==> src/rtl/sha_pkg.sv <==
`timescale 1ns / 1ps

package sha_pkg;

  localparam int SCHED_DEPTH = 16;
  localparam int WORD_W = 32;

  typedef logic [WORD_W-1:0] word_t;
  typedef logic [3:0] waddr_t;

  localparam logic [7:0] PAD_BYTE = 8'h80;
  // Fill count at which the 0x80 byte leaves no room for the length field.
  localparam logic [5:0] LEN_FIELD_START = 6'd56;

  // Control from the stream front end to the compression core.
  typedef struct packed {
    logic   start;
    logic   we;
    waddr_t waddr;
    word_t  wdata;
    logic   reinit;
    logic [2:0] sel;
  } core_ctl_t;

  typedef struct packed {
    logic busy;
    logic done;
  } core_sts_t;

  function automatic word_t init_hash(input logic [2:0] i);
    word_t v;
    case (i)
      3'd0: v = 32'h6a09e667;
      3'd1: v = 32'hbb67ae85;
      3'd2: v = 32'h3c6ef372;
      3'd3: v = 32'ha54ff53a;
      3'd4: v = 32'h510e527f;
      3'd5: v = 32'h9b05688c;
      3'd6: v = 32'h1f83d9ab;
      default: v = 32'h5be0cd19;
    endcase
    return v;
  endfunction

  function automatic word_t round_k(input logic [5:0] i);
    word_t v;
    case (i)
      6'd0:  v = 32'h428a2f98;  6'd1:  v = 32'h71374491;
      6'd2:  v = 32'hb5c0fbcf;  6'd3:  v = 32'he9b5dba5;
      6'd4:  v = 32'h3956c25b;  6'd5:  v = 32'h59f111f1;
      6'd6:  v = 32'h923f82a4;  6'd7:  v = 32'hab1c5ed5;
      6'd8:  v = 32'hd807aa98;  6'd9:  v = 32'h12835b01;
      6'd10: v = 32'h243185be;  6'd11: v = 32'h550c7dc3;
      6'd12: v = 32'h72be5d74;  6'd13: v = 32'h80deb1fe;
      6'd14: v = 32'h9bdc06a7;  6'd15: v = 32'hc19bf174;
      6'd16: v = 32'he49b69c1;  6'd17: v = 32'hefbe4786;
      6'd18: v = 32'h0fc19dc6;  6'd19: v = 32'h240ca1cc;
      6'd20: v = 32'h2de92c6f;  6'd21: v = 32'h4a7484aa;
      6'd22: v = 32'h5cb0a9dc;  6'd23: v = 32'h76f988da;
      6'd24: v = 32'h983e5152;  6'd25: v = 32'ha831c66d;
      6'd26: v = 32'hb00327c8;  6'd27: v = 32'hbf597fc7;
      6'd28: v = 32'hc6e00bf3;  6'd29: v = 32'hd5a79147;
      6'd30: v = 32'h06ca6351;  6'd31: v = 32'h14292967;
      6'd32: v = 32'h27b70a85;  6'd33: v = 32'h2e1b2138;
      6'd34: v = 32'h4d2c6dfc;  6'd35: v = 32'h53380d13;
      6'd36: v = 32'h650a7354;  6'd37: v = 32'h766a0abb;
      6'd38: v = 32'h81c2c92e;  6'd39: v = 32'h92722c85;
      6'd40: v = 32'ha2bfe8a1;  6'd41: v = 32'ha81a664b;
      6'd42: v = 32'hc24b8b70;  6'd43: v = 32'hc76c51a3;
      6'd44: v = 32'hd192e819;  6'd45: v = 32'hd6990624;
      6'd46: v = 32'hf40e3585;  6'd47: v = 32'h106aa070;
      6'd48: v = 32'h19a4c116;  6'd49: v = 32'h1e376c08;
      6'd50: v = 32'h2748774c;  6'd51: v = 32'h34b0bcb5;
      6'd52: v = 32'h391c0cb3;  6'd53: v = 32'h4ed8aa4a;
      6'd54: v = 32'h5b9cca4f;  6'd55: v = 32'h682e6ff3;
      6'd56: v = 32'h748f82ee;  6'd57: v = 32'h78a5636f;
      6'd58: v = 32'h84c87814;  6'd59: v = 32'h8cc70208;
      6'd60: v = 32'h90befffa;  6'd61: v = 32'ha4506ceb;
      6'd62: v = 32'hbef9a3f7;  6'd63: v = 32'hc67178f2;
      default: v = '0;
    endcase
    return v;
  endfunction

endpackage

==> src/rtl/sha256_stream_hasher_top.sv <==
`timescale 1ns / 1ps

// Streaming SHA-256 hasher.
// Input channel (in_valid/in_ready): one beat per command. cmd 0 appends
// data_byte to the message; cmd 1 pads the message, appends its bit length
// and starts the digest.
// Output channel (out_valid/out_ready): a finish produces eight beats of
// digest_word, word_index 0 (most significant) through 7, with last on 7.
// Data beats are accepted back to back, except that the byte that fills a
// 64-byte block starts the compression, which runs one round per cycle over
// the schedule memory, and in_ready is low until it is done.
// A finish writes the padding words to the schedule memory and runs the
// compression, both twice when the length field no longer fits in the last
// block, and then gives the eight output beats. While the receiver stalls,
// the current digest word holds and no new input is accepted. After the
// eighth beat the hash state returns to the initial values. Reset loads
// the initial values and clears the byte count; buffered bytes are simply
// overwritten later.
module sha256_stream_hasher_top
  import sha_pkg::*;
(
  input  logic        clk,
  input  logic        rst,
  input  logic        in_valid,
  output logic        in_ready,
  input  logic        cmd,
  input  logic [7:0]  data_byte,
  output logic        out_valid,
  input  logic        out_ready,
  output logic [31:0] digest_word,
  output logic [2:0]  word_index,
  output logic        last
);

  typedef enum logic [1:0] {S_IDLE, S_PAD, S_COMP, S_OUT} state_t;

  state_t      state;
  logic [5:0]  fill;
  logic [60:0] msg_len;
  logic [23:0] acc;
  logic        fin, extra, pass2;
  waddr_t      wptr, pad_idx;
  word_t       pad_word;
  logic [2:0]  oidx;

  core_ctl_t ctl;
  core_sts_t sts;
  word_t     hash_word;

  sha_core u_core (
    .clk(clk), .rst(rst), .ctl(ctl), .sts(sts), .hash_word(hash_word)
  );

  logic in_acc, out_acc, data_acc, fin_acc, len_pass;
  word_t pad_data, pad_word_next;

  assign in_ready = (state == S_IDLE);
  assign in_acc   = in_valid && in_ready;
  assign data_acc = in_acc && !cmd;
  assign fin_acc  = in_acc && cmd;
  assign out_valid = (state == S_OUT);
  assign out_acc  = out_valid && out_ready;
  assign len_pass = !extra || pass2;

  always_comb begin
    case (fill[1:0])
      2'd0:    pad_word_next = {PAD_BYTE, 24'h0};
      2'd1:    pad_word_next = {acc[7:0], PAD_BYTE, 16'h0};
      2'd2:    pad_word_next = {acc[15:0], PAD_BYTE, 8'h0};
      default: pad_word_next = {acc[23:0], PAD_BYTE};
    endcase
  end

  always_comb begin
    if (!pass2 && wptr == pad_idx) begin
      pad_data = pad_word;
    end else if (len_pass && wptr == 4'd14) begin
      pad_data = msg_len[60:29];
    end else if (len_pass && wptr == 4'd15) begin
      pad_data = {msg_len[28:0], 3'b000};
    end else begin
      pad_data = '0;
    end
  end

  always_comb begin
    ctl.we     = (data_acc && fill[1:0] == 2'd3) || (state == S_PAD);
    ctl.waddr  = (state == S_PAD) ? wptr : fill[5:2];
    ctl.wdata  = (state == S_PAD) ? pad_data : {acc, data_byte};
    ctl.start  = (data_acc && fill == 6'd63) || (state == S_PAD && wptr == 4'd15);
    ctl.reinit = out_acc && oidx == 3'd7;
    ctl.sel    = oidx;
  end

  always_ff @(posedge clk) begin
    if (rst) begin
      state   <= S_IDLE;
      fill    <= '0;
      msg_len <= '0;
      fin     <= 1'b0;
      extra   <= 1'b0;
      pass2   <= 1'b0;
      wptr    <= '0;
      oidx    <= '0;
    end else begin
      case (state)
        S_IDLE: begin
          if (data_acc) begin
            acc     <= {acc[15:0], data_byte};
            fill    <= fill + 6'd1;
            msg_len <= msg_len + 61'd1;
            if (fill == 6'd63) begin
              fin   <= 1'b0;
              state <= S_COMP;
            end
          end else if (fin_acc) begin
            pad_word <= pad_word_next;
            pad_idx  <= fill[5:2];
            wptr     <= fill[5:2];
            extra    <= (fill >= LEN_FIELD_START);
            pass2    <= 1'b0;
            fin      <= 1'b1;
            state    <= S_PAD;
          end
        end
        S_PAD: begin
          if (wptr == 4'd15) begin
            state <= S_COMP;
          end else begin
            wptr <= wptr + 4'd1;
          end
        end
        S_COMP: begin
          if (sts.done) begin
            if (!fin) begin
              state <= S_IDLE;
            end else if (extra && !pass2) begin
              // The length did not fit: a second block of zeros carries it.
              pass2 <= 1'b1;
              wptr  <= '0;
              state <= S_PAD;
            end else begin
              oidx  <= '0;
              state <= S_OUT;
            end
          end
        end
        S_OUT: begin
          if (out_ready) begin
            if (oidx == 3'd7) begin
              fill    <= '0;
              msg_len <= '0;
              state   <= S_IDLE;
            end else begin
              oidx <= oidx + 3'd1;
            end
          end
        end
        default: state <= S_IDLE;
      endcase
    end
  end

  assign digest_word = hash_word;
  assign word_index  = oidx;
  assign last        = (oidx == 3'd7);

`ifndef SYNTHESIS
  a_accept_core_idle: assert property (@(posedge clk) disable iff (rst)
    in_acc |-> !sts.busy)
    else $error("input beat accepted while compression runs");
  a_last_returns_idle: assert property (@(posedge clk) disable iff (rst)
    (out_acc && last) |=> (in_ready && fill == 6'd0))
    else $error("block not ready for a new message after the last digest beat");
  a_out_core_idle: assert property (@(posedge clk) disable iff (rst)
    out_valid |-> !sts.busy)
    else $error("digest shown while compression runs");
`endif

endmodule

==> src/rtl/sha_ram.sv <==
`timescale 1ns / 1ps

module sha_ram #(
  parameter int DEPTH = 16,
  parameter int WIDTH = 32
) (
  input  logic                     clk,
  input  logic                     we,
  input  logic [$clog2(DEPTH)-1:0] waddr,
  input  logic [WIDTH-1:0]         wdata,
  input  logic [$clog2(DEPTH)-1:0] raddr_a,
  input  logic [$clog2(DEPTH)-1:0] raddr_b,
  output logic [WIDTH-1:0]         rdata_a,
  output logic [WIDTH-1:0]         rdata_b
);

  logic [WIDTH-1:0] mem [DEPTH];

  always_ff @(posedge clk) begin
    if (we) begin
      mem[waddr] <= wdata;
    end
    rdata_a <= mem[raddr_a];
    rdata_b <= mem[raddr_b];
  end

endmodule

==> src/rtl/sha_core.sv <==
`timescale 1ns / 1ps

module sha_core
  import sha_pkg::*;
(
  input  logic      clk,
  input  logic      rst,
  input  core_ctl_t ctl,
  output core_sts_t sts,
  output word_t     hash_word
);

  localparam logic [6:0] LAST_CNT = 7'd66;

  word_t hash [8];
  word_t va, vb, vc, vd, ve, vf, vg, vh;
  logic       run;
  logic [6:0] cnt;
  word_t      w_reg;
  logic [5:0] ridx;

  function automatic word_t rotr(input word_t x, input int n);
    return (x >> n) | (x << (WORD_W - n));
  endfunction

  // Two copies of the schedule window give four read ports per cycle.
  logic   ram_we;
  waddr_t ram_waddr;
  word_t  ram_wdata;
  waddr_t ra0, rb0, ra1, rb1;
  word_t  d_a0, d_b0, d_a1, d_b1;

  sha_ram #(.DEPTH(SCHED_DEPTH), .WIDTH(WORD_W)) u_ram0 (
    .clk(clk), .we(ram_we), .waddr(ram_waddr), .wdata(ram_wdata),
    .raddr_a(ra0), .raddr_b(rb0), .rdata_a(d_a0), .rdata_b(d_b0)
  );

  sha_ram #(.DEPTH(SCHED_DEPTH), .WIDTH(WORD_W)) u_ram1 (
    .clk(clk), .we(ram_we), .waddr(ram_waddr), .wdata(ram_wdata),
    .raddr_a(ra1), .raddr_b(rb1), .rdata_a(d_a1), .rdata_b(d_b1)
  );

  // Read issue for schedule word cnt: W[i-16] (or W[i]), W[i-15], W[i-7], W[i-2].
  logic [3:0] iidx;
  assign iidx = cnt[3:0];
  assign ra0  = iidx;
  assign rb0  = iidx + 4'd1;
  assign ra1  = iidx - 4'd7;
  assign rb1  = iidx - 4'd2;

  logic       comp_v, round_v;
  logic [5:0] cidx;
  word_t      s0, s1, w_calc;

  assign comp_v = run && (cnt >= 7'd1) && (cnt <= 7'd64);
  assign round_v = run && (cnt >= 7'd2) && (cnt <= 7'd65);
  assign cidx = cnt[5:0] - 6'd1;

  always_comb begin
    s0 = rotr(d_b0, 7) ^ rotr(d_b0, 18) ^ (d_b0 >> 3);
    s1 = rotr(d_b1, 17) ^ rotr(d_b1, 19) ^ (d_b1 >> 10);
    if (cidx[5:4] == 2'd0) begin
      w_calc = d_a0;
    end else begin
      w_calc = d_a0 + s0 + d_a1 + s1;
    end
  end

  always_comb begin
    if (run) begin
      ram_we    = comp_v && (cidx[5:4] != 2'd0);
      ram_waddr = cidx[3:0];
      ram_wdata = w_calc;
    end else begin
      ram_we    = ctl.we;
      ram_waddr = ctl.waddr;
      ram_wdata = ctl.wdata;
    end
  end

  word_t big0, big1, ch, maj, t1, t2;

  always_comb begin
    big1 = rotr(ve, 6) ^ rotr(ve, 11) ^ rotr(ve, 25);
    ch   = (ve & vf) ^ (~ve & vg);
    t1   = vh + big1 + ch + round_k(ridx) + w_reg;
    big0 = rotr(va, 2) ^ rotr(va, 13) ^ rotr(va, 22);
    maj  = (va & vb) ^ (va & vc) ^ (vb & vc);
    t2   = big0 + maj;
  end

  always_ff @(posedge clk) begin
    if (rst) begin
      run <= 1'b0;
      cnt <= '0;
      for (int j = 0; j < 8; j++) begin
        hash[j] <= init_hash(3'(j));
      end
    end else begin
      if (ctl.reinit) begin
        for (int j = 0; j < 8; j++) begin
          hash[j] <= init_hash(3'(j));
        end
      end
      if (ctl.start && !run) begin
        run <= 1'b1;
        cnt <= '0;
        va <= hash[0]; vb <= hash[1]; vc <= hash[2]; vd <= hash[3];
        ve <= hash[4]; vf <= hash[5]; vg <= hash[6]; vh <= hash[7];
      end else if (run) begin
        cnt <= cnt + 7'd1;
        if (comp_v) begin
          w_reg <= w_calc;
          ridx  <= cidx;
        end
        if (round_v) begin
          vh <= vg; vg <= vf; vf <= ve; ve <= vd + t1;
          vd <= vc; vc <= vb; vb <= va; va <= t1 + t2;
        end
        if (cnt == LAST_CNT) begin
          run <= 1'b0;
          hash[0] <= hash[0] + va; hash[1] <= hash[1] + vb;
          hash[2] <= hash[2] + vc; hash[3] <= hash[3] + vd;
          hash[4] <= hash[4] + ve; hash[5] <= hash[5] + vf;
          hash[6] <= hash[6] + vg; hash[7] <= hash[7] + vh;
        end
      end
    end
  end

  assign sts.busy  = run;
  assign sts.done  = run && (cnt == LAST_CNT);
  assign hash_word = hash[ctl.sel];

`ifndef SYNTHESIS
  a_no_host_write_in_run: assert property (@(posedge clk) disable iff (rst)
    run |-> !ctl.we)
    else $error("host write to schedule memory during compression");
  a_done_ends_run: assert property (@(posedge clk) disable iff (rst)
    sts.done |=> !run)
    else $error("compression did not stop after done");
  a_start_when_idle: assert property (@(posedge clk) disable iff (rst)
    ctl.start |-> !run)
    else $error("compression started while busy");
`endif

endmodule
==> config.mk <==
export PLATFORM = sky130hd
export DESIGN_NAME = sha256_stream_hasher_top
export DESIGN_NICKNAME = d
export VERILOG_FILES = /design/src/rtl/sha_pkg.sv /design/src/rtl/sha256_stream_hasher_top.sv /design/src/rtl/sha_ram.sv /design/src/rtl/sha_core.sv
export SDC_FILE = /design/constraint.sdc
export NUM_CORES = 2
export LEC_CHECK = 0
export BUFFER_PORTS_ARGS = -buffer_cell sky130_fd_sc_hd__buf_2
export CELL_PAD_IN_SITES_DETAIL_PLACEMENT = 0
export CELL_PAD_IN_SITES_GLOBAL_PLACEMENT = 1
export CORE_MARGIN = 2
export CORE_UTILIZATION = 35
export DETAILED_ROUTE_END_ITERATION = 16
export PLACE_DENSITY = 0.54
export RECOVER_POWER = 100
export SLEW_MARGIN = 20
export SYNTH_ARGS = -nofsm -noshare
export SYNTH_HDL_FRONTEND = slang
export SYNTH_HIERARCHICAL = 1
export SYNTH_SLANG_ARGS = --single-unit
==> constraint.sdc <==
create_clock -name clk -period 17.2 [get_ports clk]
set_input_delay 0.86 -clock clk [delete_from_list [all_inputs] [get_ports clk]]
set_output_delay 0.86 -clock clk [all_outputs]
set_load 0.03 [all_outputs]
Word-level counts from Yosys, hierarchy flattened
Memories as Yosys holds them, arrays and structs flattened. A register that Yosys moved wholly into a read port is not among the register bits.
Cells that the tools add are included.
- add/sub/neg operators: 27
- magnitude comparators: 5
- equal/unequal tests: 27
- mux-type cells: 132
- bitwise operators: 46
- reduce and logical (&&, ||, !) cells: 49
- operator list (kind ; count):
    2-to-1 mux 32 bit ; 70
    adder 32 bit ; 18
    bitwise XOR 32 bit ; 9
    2-to-1 mux 61 bit ; 3
    AND 32 bit ; 5
    one-hot mux 61 bit (2 select lines) ; 1
    one-hot mux 32 bit (3 select lines) ; 1
    adder 61 x 1 -> 61 bit (second input constant) ; 1
    2-to-1 mux 4 bit ; 8
    inverter 32 bit ; 1
    OR 10 x 32 -> 32 bit ; 1
    OR 13 x 32 -> 32 bit ; 1
    OR 14 x 32 -> 32 bit ; 1
    OR 15 x 32 -> 32 bit ; 1
    OR 19 x 32 -> 32 bit ; 1
    OR 21 x 32 -> 32 bit ; 1
    OR 25 x 32 -> 32 bit ; 1
    OR 26 x 32 -> 32 bit ; 1
    OR 30 x 32 -> 32 bit ; 1
    OR 7 x 32 -> 32 bit ; 1
    bitwise XOR 32 x 22 -> 32 bit ; 1
    bitwise XOR 32 x 29 -> 32 bit ; 1
    2-to-1 mux 1 bit ; 24
    2-to-1 mux 6 bit ; 4
    42 further kinds ; 129
- bits in registers: 441
- memory bits (writable): 1280
- ROM bits: 2048
- input bits: 13
- output and inout bits: 38
- logic and storage cells: 313
- memories: 4
- memory list (memory ; depth ; width ; rd ports ; clocked after Yosys merged registers in ; write ports ; RTL line ; source):
    (name not given) ; 64 ; 32 ; 1 ; 1 ; 0 ; sha_pkg.sv:47 ; case (i)
    u_core.u_ram0.mem ; 16 ; 32 ; 2 ; 2 ; 1 ; sha_ram.sv:17 ; logic [WIDTH-1:0] mem [DEPTH];
    u_core.u_ram1.mem ; 16 ; 32 ; 2 ; 2 ; 1 ; sha_ram.sv:17 ;
    u_core.hash ; 8 ; 32 ; 9 ; 1 ; 8 ; sha_core.sv:15 ; word_t hash [8];

Logic depth before layout (Yosys ltp)
- word-level depth: 11
- gate-level depth with buffers: 33

Modules after synthesis
The synthesis kept the hierarchy.
- modules (own cells, without submodules) (module ; times used ; cells an instance ; area an instance (µm²) ; sequential area each (µm²)):
    sha_core ; 1 ; 5844 ; 52816.9 ; 16996.3
    sha_ram ; 2 ; 1141 ; 24203.2 ; 16656.0
    sha256_stream_hasher_top ; 1 ; 715 ; 7020.5 ; 3173.0

Worst setup path before layout
OpenSTA, ideal clock, no wires.
- path type: reg-to-reg
- from: register state[0]
- to: register u_core.va[0] (enable)
- library setup time: 0.959 ns
- arrival: 14.123 ns
- setup slack: 2.118 ns
- stages on the path, launching flop included: 11
- period minus slack after synthesis: 15.082 ns
- path through: dfxtp_1 > inv_1 > ha_1 > buf_4 > nand3b_1 > o21ai_0 > nand2b_1 > clkbuf_1 > clkbuf_1 > clkbuf_1 > a21oi_1
- RTL lines (item ; RTL line ; source):
    from (decl) ; sha256_stream_hasher_top.sv:37 ; state_t state;
    from (signal assigned) ; sha256_stream_hasher_top.sv:97 ; state <= S_IDLE;
    from (signal assigned) ; sha256_stream_hasher_top.sv:114 ; state <= S_COMP;
    from (signal assigned) ; sha256_stream_hasher_top.sv:123 ; state <= S_PAD;
    to (signal assigned) ; sha_core.sv:108 ; va <= hash[0]; vb <= hash[1]; vc <= hash[2]; vd <= hash[3];
    to (signal assigned) ; sha_core.sv:118 ; vd <= vc; vc <= vb; vb <= va; va <= t1 + t2;
    to (decl) ; sha_core.sv:16 ; word_t va, vb, vc, vd, ve, vf, vg, vh;

==> metrics.md <==
| Metric | Value |
|---|---|
| Status | `complete, but fails checks` |
| Failing checks | `max-capacitance violations, max-slew violations` |
| Total CTS buffers | `223` |
| Initial DRT Pass Iterations | `6` |
| Max Fclk | `around 0.079 GHz` |
| Vias in the first global route | `between 70000 and 80000` |
| Nets@finish | `between 9000 and 10000` |
| Worst Path Buf+Inv | `6` |
| Detailed Route Iter0 Violations | `between 6000 and 7000` |
| Detail-routed via count per cell | `5.65` |
| Final Max Slew Viols | `~3400` |
| Clock Latency Late Sink | `between 0.9 and 1 ns` |
| Fraction of layout cells with a size suffix above 1 | `0.135` |
| CTS tree | `done` |
| Critical Path AT | `about 13 ns` |
| Largest net degree at the start of global routing | `139` |
| Most frequent CP cell | `clkbuf_1` |
| Part of the cycle the worst path needs | `0.732` |
| Routed length on met1 | `160 mm` |
| Layout area overhead | `11.2%` |
| Leakage | `between 40 and 50 nW` |
| DRC viols | `0` |
| Wire length per cell | `29.5 µm` |
| Final ANT Viol Nets | `0` |
| Worst setup EP type | `flip-flop` |
| Synthesized net count | `between 9000 and 10000` |
| Worst path max stage delay | `around 2.5 ns` |
| Clock tree sinks | `1874` |
| Critical path's top delay family | `buffers and inverters` |
| Power, Total | `12.2 mW` |
| First-pass GRT wire length | `about 550 mm` |
| Vias | `74000` |
| GRT overflow | `0` |
| Ys Warns | `6` |
| Die height | `between 500 and 600 µm` |
| Mean post-synth cell area | `12.2 µm²` |
| Setup CP Type | `flip-flop to flip-flop` |
| Startpoint Class | `flip-flop` |
| # IOs | `51` |
| Slew margin rel. | `-3.70` |
| Worst slew pin tran | `approximately 7.1 ns` |
| DIE AREA | `314000 µm²` |
| Top sig layer | `met5` |
| Hold Buf Count CTS | `0` |
| CTS clk-pin slew, worst paths | `approximately 0.06 ns` |
| Clock Skew | `~0.10 ns` |
| WL met2 | `approximately 190 mm` |
| Worst slack at placement | `~9 ns` |
| Final Hold Viols | `0` |
| Postcts setup bufs | `0` |
| Biggest regs | `u_core/u_ram0/mem x512, u_core/u_ram1/mem x512, u_core/hash x256` |
| GRT Total Usage | `0.241` |
| Final critical-path required period | `~13 ns` |
| CTS max path bufs | `4` |
| Synth Instances | `between 8000 and 9000` |
| Crit-path max FO | `71` |
| PortBufs | `50` |
| Cell Rows | `204` |
| Fin Setup TNS | `0 ns` |
| Initial antenna violation count | `16` |
| Total of max-cap violations | `88` |
| Crit path cell chain | `clkinvlp_2 -> ha_1 -> a21boi_0 -> a21o_1 -> o21ai_0 -> nand3b_1 -> clkbuf_1 -> mux2i_4 -> clkbuf_1 -> clkbuf_1 -> clkinv_1 -> buf_4 -> nand2_1 -> o22ai_1 -> a211oi_1 -> nor3_1 -> a31oi_1` |
| DPL Wire Length | `around 260 mm` |
| Worst path slowest cell | `clkinvlp_2` |
| Final wirelength | `just under 400 mm` |
| Setup WS post-layout | `~4.6 ns` |
| Required @ worst endpoint | `about 18 ns` |
| Gpl congestion | `0.900` |
| Number of H-tree levels | `4` |
| Initial core utilization | `0.351` |
| Max rail drop VDD | `between 90 and 100 µV` |
| Root Driver | `clkbuf_16` |
| Die Wd | `around 560 µm` |
| Hold Path Class | `primary input to flip-flop` |
| Core Box Area | `308000 µm²` |
| Cell Area, Synth | `108000 µm²` |
| PD cells | `101 nW/µm²` |
| Post_cts resized | `0` |
| Final setup fails | `0` |
| Detail Route met3 WL | `18.6 mm` |
| RSZ-0062 raised after global routing | `no` |
==> worst register-to-register path, delay by kind of cell, from the launching register on <==
kind / cells / cell delay [ns]
AOI/OAI and AO/OA: 6 / 1.57
buffers and inverters: 6 / 6.79
adders and majority gates: 1 / 0.85
and+or+nand+nor: 3 / 0.94
muxes: 1 / 0.36
DFF: 1 / 1.95
==> report_power, final <==
| part | internal (mW) | switching, mW | total [mW] |
|---|---|---|---|
| combinational | 0.517 | 1.32 | 1.83 |
| sequential | 5.25 | 0.0999 | 5.35 |
| clock | 2.98 | 2.00 | 4.98 |
| total | 8.75 | 3.42 | 12.2 |
==> final cells by class <==
type	count	area (µm²)
Antenna cell	5	12.5
Timing Repair Buffer	199	1040
Fill cell	29700	188000
Clock inverter	116	1460
Multi-Input combinational cell	5955	51000
Tap cell	4120	5150
Inverter	526	1990
Sequential cell	1874	53500
Clock buffer	302	6190
==> worst paths after layout <==
check             cells past startpoint           from  slack, ns    endpoint
setup / recovery                     17  u_core/cnt[1]       4.61   flip-flop
hold / removal                        1   data_byte[2]       0.24      acc[2]
setup reg to reg                     17  u_core/cnt[1]       4.61   flip-flop
hold reg to reg                       0        fill[5]       0.45  pad_idx[3]
==> cells in the final DEF (no fill, tap or decap), types with 52 or more instances in the layout <==
master / instances
nor2b_1: 53
clkbuf_16: 225
a211oi_1: 68
mux4_2: 577
inv_1: 520
edfxtp_1: 1595
buf_4: 67
a21oi_1: 430
nor3_1: 107
o21ai_0: 368
clkbuf_1: 160
nand2b_1: 87
ha_1: 411
a21o_1: 166
nand2_1: 1124
a22oi_1: 267
xnor2_1: 355
nand3_1: 101
dfxtp_1: 277
xor2_1: 240
nor2_1: 457
fa_1: 195
mux2_2: 104
o21a_1: 68
a31oi_1: 52
==> layer usage <==
layer / vias up / track usage
met2: 2287 / 0.422
met5: - / 0
met1: 38300 / 0.313
met4: 2 / 0.0798
met3: 515 / 0.0227
li1: 32900 / -
==> per-stage QoR <==
step / instance area (µm²) / hold slack, ns / cells / utilization
after floorplan: 108000 / 0.423 / 8840 / -
after global placement: 113000 / 0.434 / 12700 / 0.367
after detailed placement: 113000 / 0.437 / 12700 / 0.367
after CTS: 121000 / 0.0894 / 13100 / 0.392
after global routing: 120000 / 0.201 / 13100 / 0.390
final: 120000 / 0.243 / 13100 / 0.390
Power figures use the tool's default switching activity.
